[config.mk]
export PLATFORM = sky130hd
export DESIGN_NAME = hsv_to_rgb_converter
export DESIGN_NICKNAME = d
export VERILOG_FILES = /design/src/hdl/hsv2rgb_pkg.sv /design/src/hdl/hsv_to_rgb_converter.sv /design/src/hdl/hsv2rgb_sector.sv /design/src/hdl/hsv2rgb_blend.sv
export SDC_FILE = /design/constraint.sdc
export NUM_CORES = 1
export LEC_CHECK = 0
export CAP_MARGIN = 20
export CORE_MARGIN = 1.5
export CORE_UTILIZATION = 40
export CTS_CLUSTER_SIZE = 8
export DETAILED_ROUTE_END_ITERATION = 10
export DONT_BUFFER_PORTS = 1
export GPL_ROUTABILITY_DRIVEN = 0
export PLACE_DENSITY = 0.59
export SYNTH_ARGS = -nofsm -noshare
export SYNTH_HDL_FRONTEND = slang
export SYNTH_SLANG_ARGS = --single-unit
[constraint.sdc]
create_clock -name clk_i -period 17.31 [get_ports clk_i]
set_input_delay 3.462 -clock clk_i [delete_from_list [all_inputs] [get_ports clk_i]]
set_output_delay 3.462 -clock clk_i [all_outputs]
set_load 0.05 [all_outputs]
[src/hdl/hsv2rgb_pkg.sv]
`timescale 1ns / 1ps
`default_nettype none

package hsv2rgb_pkg;

  localparam int unsigned CHANNEL_BITS      = 8;
  localparam int unsigned HUE_FRACTION_BITS = 8;
  localparam int unsigned HUE_BITS          = 9 + HUE_FRACTION_BITS;
  localparam int unsigned FRAC_BITS         = 8;

  localparam longint unsigned CH_MAX      = (64'd1 << CHANNEL_BITS) - 64'd1;
  localparam longint unsigned FRAC_ONE    = 64'd1 << FRAC_BITS;
  localparam longint unsigned FULL_SCALE  = CH_MAX * FRAC_ONE;
  localparam longint unsigned SECTOR_SPAN = 64'd60 << HUE_FRACTION_BITS;

  localparam int unsigned SECTOR_LIMIT =
      int'(((64'd1 << HUE_BITS) - 64'd1) / SECTOR_SPAN);
  localparam int unsigned QUOT_BITS = $clog2(SECTOR_LIMIT + 1);
  localparam int unsigned REM_BITS  = $clog2(SECTOR_SPAN);

  localparam int unsigned     FRAC_SHIFT = 2 * REM_BITS;
  localparam longint unsigned FRAC_RECIP =
      ((64'd1 << FRAC_SHIFT) * FRAC_ONE + SECTOR_SPAN - 64'd1) / SECTOR_SPAN;
  localparam int unsigned     FRAC_RECIP_BITS = $clog2(FRAC_RECIP + 64'd1);

  localparam int unsigned NUM_BITS   = CHANNEL_BITS + FRAC_BITS;
  localparam int unsigned SCALE_BITS = 2 * CHANNEL_BITS;

  localparam int unsigned     DIV_SHIFT = SCALE_BITS + CHANNEL_BITS;
  localparam longint unsigned DIV_RECIP =
      ((64'd1 << DIV_SHIFT) + CH_MAX - 64'd1) / CH_MAX;
  localparam int unsigned     DIV_RECIP_BITS = $clog2(DIV_RECIP + 64'd1);

  localparam int unsigned S_TDATA_BITS = ((HUE_BITS + 2 * CHANNEL_BITS + 7) / 8) * 8;
  localparam int unsigned M_TDATA_BITS = ((3 * CHANNEL_BITS + 7) / 8) * 8;

  typedef enum logic [2:0] {
    SEC_RED     = 3'd0,
    SEC_YELLOW  = 3'd1,
    SEC_GREEN   = 3'd2,
    SEC_CYAN    = 3'd3,
    SEC_BLUE    = 3'd4,
    SEC_MAGENTA = 3'd5
  } sector_e;

  typedef logic [CHANNEL_BITS-1:0] channel_t;

  typedef struct packed {
    sector_e              sector;
    logic [FRAC_BITS-1:0] frac;
    channel_t             sat;
    channel_t             val;
  } hsv2rgb_hue_t;

  typedef struct packed {
    sector_e  sector;
    channel_t val;
    channel_t p;
    channel_t q;
    channel_t t;
  } hsv2rgb_level_t;

endpackage

`default_nettype wire

[src/hdl/hsv_to_rgb_converter.sv]
`timescale 1ns / 1ps
`default_nettype none

// HSV to RGB colour converter. Each input word carries hue (1/256 degree units), saturation
// and value; each output word carries red, green and blue, truncated to 8 bits. The block
// takes one word per clock while the pipeline is not stalled and returns each result in
// order; sector search, fraction reciprocal multiply, blend numerators, value multiply,
// reciprocal divide by full scale and channel routing each hold one register stage.
// Back-pressure on the output stalls the pipeline only once every stage is full. A hue of
// 360 degrees or more falls in the last sector; zero saturation gives grey.
module hsv_to_rgb_converter (
  input  wire                                   clk_i,
  input  wire                                   rst_ni,
  input  wire                                   s_axis_tvalid,
  output logic                                  s_axis_tready,
  input  wire  [hsv2rgb_pkg::S_TDATA_BITS-1:0]  s_axis_tdata,  // hue, saturation, brightness
  output logic                                  m_axis_tvalid,
  input  wire                                   m_axis_tready,
  output logic [hsv2rgb_pkg::M_TDATA_BITS-1:0]  m_axis_tdata   // red, green, blue
);
  import hsv2rgb_pkg::*;

  localparam int unsigned SatLo = HUE_BITS;
  localparam int unsigned ValLo = HUE_BITS + CHANNEL_BITS;

  logic           hue_valid;
  logic           hue_ready;
  hsv2rgb_hue_t   hue_word;
  logic           lvl_valid;
  logic           lvl_ready;
  hsv2rgb_level_t lvl_word;

  channel_t red;
  channel_t green;
  channel_t blue;

  logic     out_valid_q;
  channel_t red_q;
  channel_t green_q;
  channel_t blue_q;

  hsv2rgb_sector u_sector (
    .clk_i       (clk_i),
    .rst_ni      (rst_ni),
    .in_valid_i  (s_axis_tvalid),
    .in_ready_o  (s_axis_tready),
    .hue_i       (s_axis_tdata[HUE_BITS-1:0]),
    .sat_i       (s_axis_tdata[SatLo+CHANNEL_BITS-1:SatLo]),
    .val_i       (s_axis_tdata[ValLo+CHANNEL_BITS-1:ValLo]),
    .out_valid_o (hue_valid),
    .out_ready_i (hue_ready),
    .out_o       (hue_word)
  );

  hsv2rgb_blend u_blend (
    .clk_i       (clk_i),
    .rst_ni      (rst_ni),
    .in_valid_i  (hue_valid),
    .in_ready_o  (hue_ready),
    .in_i        (hue_word),
    .out_valid_o (lvl_valid),
    .out_ready_i (lvl_ready),
    .out_o       (lvl_word)
  );

  always_comb begin
    unique case (lvl_word.sector)
      SEC_RED: begin
        red = lvl_word.val; green = lvl_word.t;   blue = lvl_word.p;
      end
      SEC_YELLOW: begin
        red = lvl_word.q;   green = lvl_word.val; blue = lvl_word.p;
      end
      SEC_GREEN: begin
        red = lvl_word.p;   green = lvl_word.val; blue = lvl_word.t;
      end
      SEC_CYAN: begin
        red = lvl_word.p;   green = lvl_word.q;   blue = lvl_word.val;
      end
      SEC_BLUE: begin
        red = lvl_word.t;   green = lvl_word.p;   blue = lvl_word.val;
      end
      default: begin
        red = lvl_word.val; green = lvl_word.p;   blue = lvl_word.q;
      end
    endcase
  end

  assign lvl_ready = !out_valid_q || m_axis_tready;

  always_ff @(posedge clk_i or negedge rst_ni) begin
    if (!rst_ni) begin
      out_valid_q <= 1'b0;
    end else if (lvl_ready) begin
      out_valid_q <= lvl_valid;
    end
  end

  always_ff @(posedge clk_i) begin
    if (lvl_ready && lvl_valid) begin
      red_q   <= red;
      green_q <= green;
      blue_q  <= blue;
    end
  end

  always_comb begin
    m_axis_tdata = '0;
    m_axis_tdata[CHANNEL_BITS-1:0]                  = red_q;
    m_axis_tdata[2*CHANNEL_BITS-1:CHANNEL_BITS]     = green_q;
    m_axis_tdata[3*CHANNEL_BITS-1:2*CHANNEL_BITS]   = blue_q;
  end

  assign m_axis_tvalid = out_valid_q;

  a_level_order: assert property (@(posedge clk_i) disable iff (!rst_ni)
    lvl_valid |-> (lvl_word.p <= lvl_word.q) && (lvl_word.p <= lvl_word.t) &&
                  (lvl_word.q <= lvl_word.val) && (lvl_word.t <= lvl_word.val))
    else $error("blend levels out of order");

  a_stall_source: assert property (@(posedge clk_i) disable iff (!rst_ni)
    !s_axis_tready |-> m_axis_tvalid && !m_axis_tready)
    else $error("input stalled without output back-pressure");

  a_reset_empty: assert property (@(posedge clk_i)
    $rose(rst_ni) |-> !m_axis_tvalid)
    else $error("output word present straight after reset");

endmodule

`default_nettype wire

[src/hdl/hsv2rgb_sector.sv]
`timescale 1ns / 1ps
`default_nettype none

module hsv2rgb_sector (
  input  wire                                  clk_i,
  input  wire                                  rst_ni,
  input  wire                                  in_valid_i,
  output logic                                 in_ready_o,
  input  wire  [hsv2rgb_pkg::HUE_BITS-1:0]     hue_i,
  input  wire  [hsv2rgb_pkg::CHANNEL_BITS-1:0] sat_i,
  input  wire  [hsv2rgb_pkg::CHANNEL_BITS-1:0] val_i,
  output logic                                 out_valid_o,
  input  wire                                  out_ready_i,
  output hsv2rgb_pkg::hsv2rgb_hue_t            out_o
);
  import hsv2rgb_pkg::*;

  logic [QUOT_BITS-1:0]                quot;
  logic [HUE_BITS-1:0]                 span_base;
  logic [REM_BITS-1:0]                 rem;
  sector_e                             sector;
  logic [REM_BITS+FRAC_RECIP_BITS-1:0] frac_prod;

  logic                s1_valid_q;
  logic                s1_ready;
  sector_e             s1_sector_q;
  logic [REM_BITS-1:0] s1_rem_q;
  channel_t            s1_sat_q;
  channel_t            s1_val_q;

  logic                s2_valid_q;
  logic                s2_ready;
  hsv2rgb_hue_t        s2_q;

  always_comb begin
    quot = '0;
    for (int k = 1; k <= SECTOR_LIMIT; k++) begin
      if (hue_i >= HUE_BITS'(k * SECTOR_SPAN)) begin
        quot = QUOT_BITS'(k);
      end
    end
    span_base = HUE_BITS'(quot * SECTOR_SPAN);
    rem       = REM_BITS'(hue_i - span_base);
    if (quot > QUOT_BITS'(SEC_MAGENTA)) begin
      sector = SEC_MAGENTA;
    end else begin
      sector = sector_e'(quot[$bits(sector_e)-1:0]);
    end
  end

  assign s2_ready   = !s2_valid_q || out_ready_i;
  assign s1_ready   = !s1_valid_q || s2_ready;
  assign in_ready_o = s1_ready;

  always_ff @(posedge clk_i or negedge rst_ni) begin
    if (!rst_ni) begin
      s1_valid_q <= 1'b0;
      s2_valid_q <= 1'b0;
    end else begin
      if (s1_ready) begin
        s1_valid_q <= in_valid_i;
      end
      if (s2_ready) begin
        s2_valid_q <= s1_valid_q;
      end
    end
  end

  assign frac_prod = s1_rem_q * FRAC_RECIP_BITS'(FRAC_RECIP);

  always_ff @(posedge clk_i) begin
    if (s1_ready && in_valid_i) begin
      s1_sector_q <= sector;
      s1_rem_q    <= rem;
      s1_sat_q    <= sat_i;
      s1_val_q    <= val_i;
    end
    if (s2_ready && s1_valid_q) begin
      s2_q.sector <= s1_sector_q;
      s2_q.frac   <= FRAC_BITS'(frac_prod >> FRAC_SHIFT);
      s2_q.sat    <= s1_sat_q;
      s2_q.val    <= s1_val_q;
    end
  end

  assign out_valid_o = s2_valid_q;
  assign out_o       = s2_q;

endmodule

`default_nettype wire

[src/hdl/hsv2rgb_blend.sv]
`timescale 1ns / 1ps
`default_nettype none

module hsv2rgb_blend (
  input  wire                        clk_i,
  input  wire                        rst_ni,
  input  wire                        in_valid_i,
  output logic                       in_ready_o,
  input  wire hsv2rgb_pkg::hsv2rgb_hue_t in_i,
  output logic                       out_valid_o,
  input  wire                        out_ready_i,
  output hsv2rgb_pkg::hsv2rgb_level_t  out_o
);
  import hsv2rgb_pkg::*;

  logic [FRAC_BITS:0]             frac_inv;
  logic [NUM_BITS-1:0]            sat_frac;
  logic [NUM_BITS-1:0]            sat_inv;
  logic [NUM_BITS-1:0]            num_q;
  logic [NUM_BITS-1:0]            num_t;
  channel_t                       num_p;

  logic                s3_valid_q;
  logic                s3_ready;
  sector_e             s3_sector_q;
  channel_t            s3_val_q;
  channel_t            s3_num_p_q;
  logic [NUM_BITS-1:0] s3_num_q_q;
  logic [NUM_BITS-1:0] s3_num_t_q;

  logic [SCALE_BITS-1:0]            prod_p;
  logic [CHANNEL_BITS+NUM_BITS-1:0] prod_q;
  logic [CHANNEL_BITS+NUM_BITS-1:0] prod_t;

  logic                  s4_valid_q;
  logic                  s4_ready;
  sector_e               s4_sector_q;
  channel_t              s4_val_q;
  logic [SCALE_BITS-1:0] s4_x_p_q;
  logic [SCALE_BITS-1:0] s4_x_q_q;
  logic [SCALE_BITS-1:0] s4_x_t_q;

  logic [SCALE_BITS+DIV_RECIP_BITS-1:0] quot_p;
  logic [SCALE_BITS+DIV_RECIP_BITS-1:0] quot_q;
  logic [SCALE_BITS+DIV_RECIP_BITS-1:0] quot_t;

  logic           s5_valid_q;
  logic           s5_ready;
  hsv2rgb_level_t s5_q;

  always_comb begin
    frac_inv = (FRAC_BITS+1)'(FRAC_ONE) - {1'b0, in_i.frac};
    sat_frac = in_i.sat * in_i.frac;
    sat_inv  = in_i.sat * frac_inv;
    num_p    = CHANNEL_BITS'(CH_MAX) - in_i.sat;
    num_q    = NUM_BITS'(FULL_SCALE) - sat_frac;
    num_t    = NUM_BITS'(FULL_SCALE) - sat_inv;
  end

  assign prod_p = s3_val_q * s3_num_p_q;
  assign prod_q = s3_val_q * s3_num_q_q;
  assign prod_t = s3_val_q * s3_num_t_q;

  assign quot_p = s4_x_p_q * DIV_RECIP_BITS'(DIV_RECIP);
  assign quot_q = s4_x_q_q * DIV_RECIP_BITS'(DIV_RECIP);
  assign quot_t = s4_x_t_q * DIV_RECIP_BITS'(DIV_RECIP);

  assign s5_ready   = !s5_valid_q || out_ready_i;
  assign s4_ready   = !s4_valid_q || s5_ready;
  assign s3_ready   = !s3_valid_q || s4_ready;
  assign in_ready_o = s3_ready;

  always_ff @(posedge clk_i or negedge rst_ni) begin
    if (!rst_ni) begin
      s3_valid_q <= 1'b0;
      s4_valid_q <= 1'b0;
      s5_valid_q <= 1'b0;
    end else begin
      if (s3_ready) begin
        s3_valid_q <= in_valid_i;
      end
      if (s4_ready) begin
        s4_valid_q <= s3_valid_q;
      end
      if (s5_ready) begin
        s5_valid_q <= s4_valid_q;
      end
    end
  end

  always_ff @(posedge clk_i) begin
    if (s3_ready && in_valid_i) begin
      s3_sector_q <= in_i.sector;
      s3_val_q    <= in_i.val;
      s3_num_p_q  <= num_p;
      s3_num_q_q  <= num_q;
      s3_num_t_q  <= num_t;
    end
    if (s4_ready && s3_valid_q) begin
      s4_sector_q <= s3_sector_q;
      s4_val_q    <= s3_val_q;
      s4_x_p_q    <= prod_p;
      s4_x_q_q    <= prod_q[CHANNEL_BITS+NUM_BITS-1:FRAC_BITS];
      s4_x_t_q    <= prod_t[CHANNEL_BITS+NUM_BITS-1:FRAC_BITS];
    end
    if (s5_ready && s4_valid_q) begin
      s5_q.sector <= s4_sector_q;
      s5_q.val    <= s4_val_q;
      s5_q.p      <= CHANNEL_BITS'(quot_p >> DIV_SHIFT);
      s5_q.q      <= CHANNEL_BITS'(quot_q >> DIV_SHIFT);
      s5_q.t      <= CHANNEL_BITS'(quot_t >> DIV_SHIFT);
    end
  end

  assign out_valid_o = s5_valid_q;
  assign out_o       = s5_q;

endmodule

`default_nettype wire
==> results by group <==
Outcome
  • Outcome: completed

STA
  • Min cycle time layout: ~8.3 ns
  • Fmax: ~120 MHz
  • Rel. slew slack: 30.30%
  • Setup_tns: 0 ns
  • Period utilisation layout: approximately 48%
  • Max Slew Vio Count: 0
  • Fin. Hold Viols: 0
  • Final Skew: approximately 0.021 ns
  • Final setup violation count: 0
  • Worst-margin pin slew: between 1 and 1.5 ns
  • Final Worst Setup Slack: 9.012 ns
  • RSZ-0062 raised after global routing: false

Setup path
  • Worst-path maximum fanout: 7
  • Worst reg2reg path depth: 22
  • Critical path class: input pin to output port
  • Critical Path Sink Type: output port
  • Reg2Reg Setup Slack: around 11 ns
  • FF-to-FF Start: u_sector.out_o[17]$_DFFE_PP_
  • Critical path arrival: 4.84 ns
  • Reg2reg end: u_blend.s3_num_t_q[15]$_DFFE_PP_
  • WP data required: ~14 ns
  • Worst setup SP type: input pin

Yosys
  • Asr flop ratio synth: 2.564%
  • Mapped cell area: 28220 µm²
  • Post-Syn Area per Cell: 10.33 µm²
  • Synth Register Bits: 234
  • Most used DFF post-synth: edfxtp_1
  • Leading area contributor after synthesis: edfxtp_1
  • Synthesis Warnings: 0
  • Gate Count Post-Synth: about 2700
  • Post-synthesis cell type count: 63
  • Top post-synthesis cells by area: edfxtp_1 (24%), ha_1 (22%), fa_1 (22%)
  • Synth top area share: 24.26%
  • Post-synthesis sequential area ratio: about a quarter
  • Number of synthesized flops with an enable pin: 228
  • Syn nets: approximately 3600

Global routing
  • Gr ovfl total: 0
  • First-pass GRT wire length: 95.03 mm
  • Total GRT Usage: 16.26%
  • Vias in the first global route: approximately 19000
  • Largest net degree at the start of global routing: 60
  • Antenna violations before repair: 1

Detailed routing
  • Iter 0 DRT Violations: approximately 740
  • Vias/cell: ~5
  • Vias: 18450
  • Routed WL per cell: 15.33 µm
  • DR pass1 iterations: 5
  • Antenna-violating nets left: 0
  • DRC Markers: 0
  • DRT Wirelength: 56.33 mm

Placement
  • Pre-CTS WS: 9.003 ns
  • DP Wirelength: 44.14 mm
  • Port buffer count: 0

Floorplanning
  • Core Area: 69910 µm²
  • Io pins: 70
  • FP Rows: a little under 100
  • Starting Density: between 40% and 50%
  • Die W: 268.6 µm
  • Die Span Y: 268.6 µm
  • Die ar.: 72150 µm²

Finish
  • Nets: 3570
  • Most common cell after layout, fill and taps aside: inv_1
  • Utilization after layout: 43.38%
  • Most frequent cells in the layout: inv_1 (509), ha_1 (502), fa_1 (305)
  • Share of layout cells above drive strength 1: ~3.5%
  • Synthesis-to-finish area growth: 7.471%

Clock tree
  • Clock-pin slew on the worst setup and hold paths: approximately 0.05 ns
  • # resized after CTS: 0
  • # H-tree levels: 2
  • Hold Buf Count CTS: 0
  • CTS Buffer Depth: 3
  • Skew-Pair Late Insertion Delay: between 0.5 and 0.6 ns
  • Clk root buf: clkbuf_16
  • Clock sink total: 234
  • CTS tree: built
  • Total CTS buffers: 37
  • Post-CTS Setup Inserts: 0

Min path
  • Hold Path Class: flop to flop
  • Hold EP: u_blend.out_o[31]$_DFFE_PP_
  • Hold-critical path depth: 0
  • Hold Path Origin: u_blend.s4_val_q[7]$_DFFE_PP_

Job
  • Max-Cap Viols: 0
state kept, by name, summed over array words and instances, names as in the netlist, 14 cells and up:
name / flops
u_blend.s4_x_q_q: 16
u_blend.s4_x_p_q: 16
u_blend.s3_num_q_q: 15
u_sector.s1_rem_q: 14
u_blend.s3_num_t_q: 16
u_blend.s4_x_t_q: 16
u_blend.out_o: 35
u_sector.out_o: 27
worst max path at each step:
stage,to,startpoint,cells past startpoint
3_3_place_gp,s_axis_tready,m_axis_tready,4
6_report,s_axis_tready,m_axis_tready,4
3_5_place_dp,s_axis_tready,m_axis_tready,4
5_1_grt,s_axis_tready,m_axis_tready,4
2_1_floorplan,s_axis_tready,m_axis_tready,4
4_1_cts,s_axis_tready,m_axis_tready,4
Yosys cell counts (3+ instances only):
cell	instances
a21boi_0	7
nand2_1	241
nor2_1	69
fa_1	305
or2_2	4
buf_1	3
clkbuf_1	66
nand4_1	14
and3_1	8
xor2_1	28
o22ai_1	13
o41ai_1	3
o21a_1	15
a211o_1	3
nor4_1	6
mux2_2	20
mux2i_1	20
inv_1	509
a221oi_1	4
a31oi_1	8
edfxtp_1	228
o2111ai_1	4
xnor2_1	76
nor3_1	23
a21oi_1	76
nor2b_1	25
a21o_1	26
nand3_1	25
dfrtp_1	6
o211ai_1	11
ha_1	502
and2_1	250
o21bai_1	3
a211oi_1	19
o21ai_0	54
o31ai_1	3
a2111oi_0	5
a41oi_1	3
nand2b_1	11
or3_1	10
per-stage QoR:
step	std cells	area [µm²]	hold WS, ns
after floorplan	2733	28220	0.4003
after global placement	3620	29290	0.4003
after detailed placement	3620	29290	0.4045
after CTS	3672	30320	0.4070
after global routing	3672	30320	0.4094
final	3674	30330	0.4009
cell type report:
class | count | area, µm²
Antenna cell | 2 | 5.005
Clock buffer | 45 | 998.5
Clock inverter | 7 | 36.28
Fill cell | 6719 | 39580
Inverter | 510 | 1914
Multi-Input combinational cell | 1920 | 19080
Sequential cell | 234 | 6997
Tap cell | 940 | 1176
Timing Repair Buffer | 16 | 120.1
per-layer routing:
layer / vias up / track usage, % / part of all wire [%]
met5: - / 0 / 0
met4: 0 / 5.603 / 3.0
met3: 73 / 2.822 / 4.3
met2: 307 / 26.94 / 47
met1: 9131 / 21.44 / 46
li1: 8941 / - / -
cell families (layout without fill, tap and decap cells):
logic type	count (synthesis)	after routing	synth area share, %
AND/OR/NAND/NOR	692	692	12.43
XOR/XNOR	104	104	3.228
AO/OA/AOI/OAI	275	275	6.380
other	0	2	0
buffers and inverters	579	578	7.701
adder cells (fa/ha/maj)	809	809	43.96
multiplexers	40	40	1.507
flip-flops	234	234	24.79
worst max-delay path, stage by stage:
cell and delay [ns]:
nor2b_1 0.55, nand3_1 0.19, nor2_1 0.16, nand3_1 0.47
Power is not shown: default switching activity piles up to over one toggle a cycle in this logic, so the estimate is an artifact.
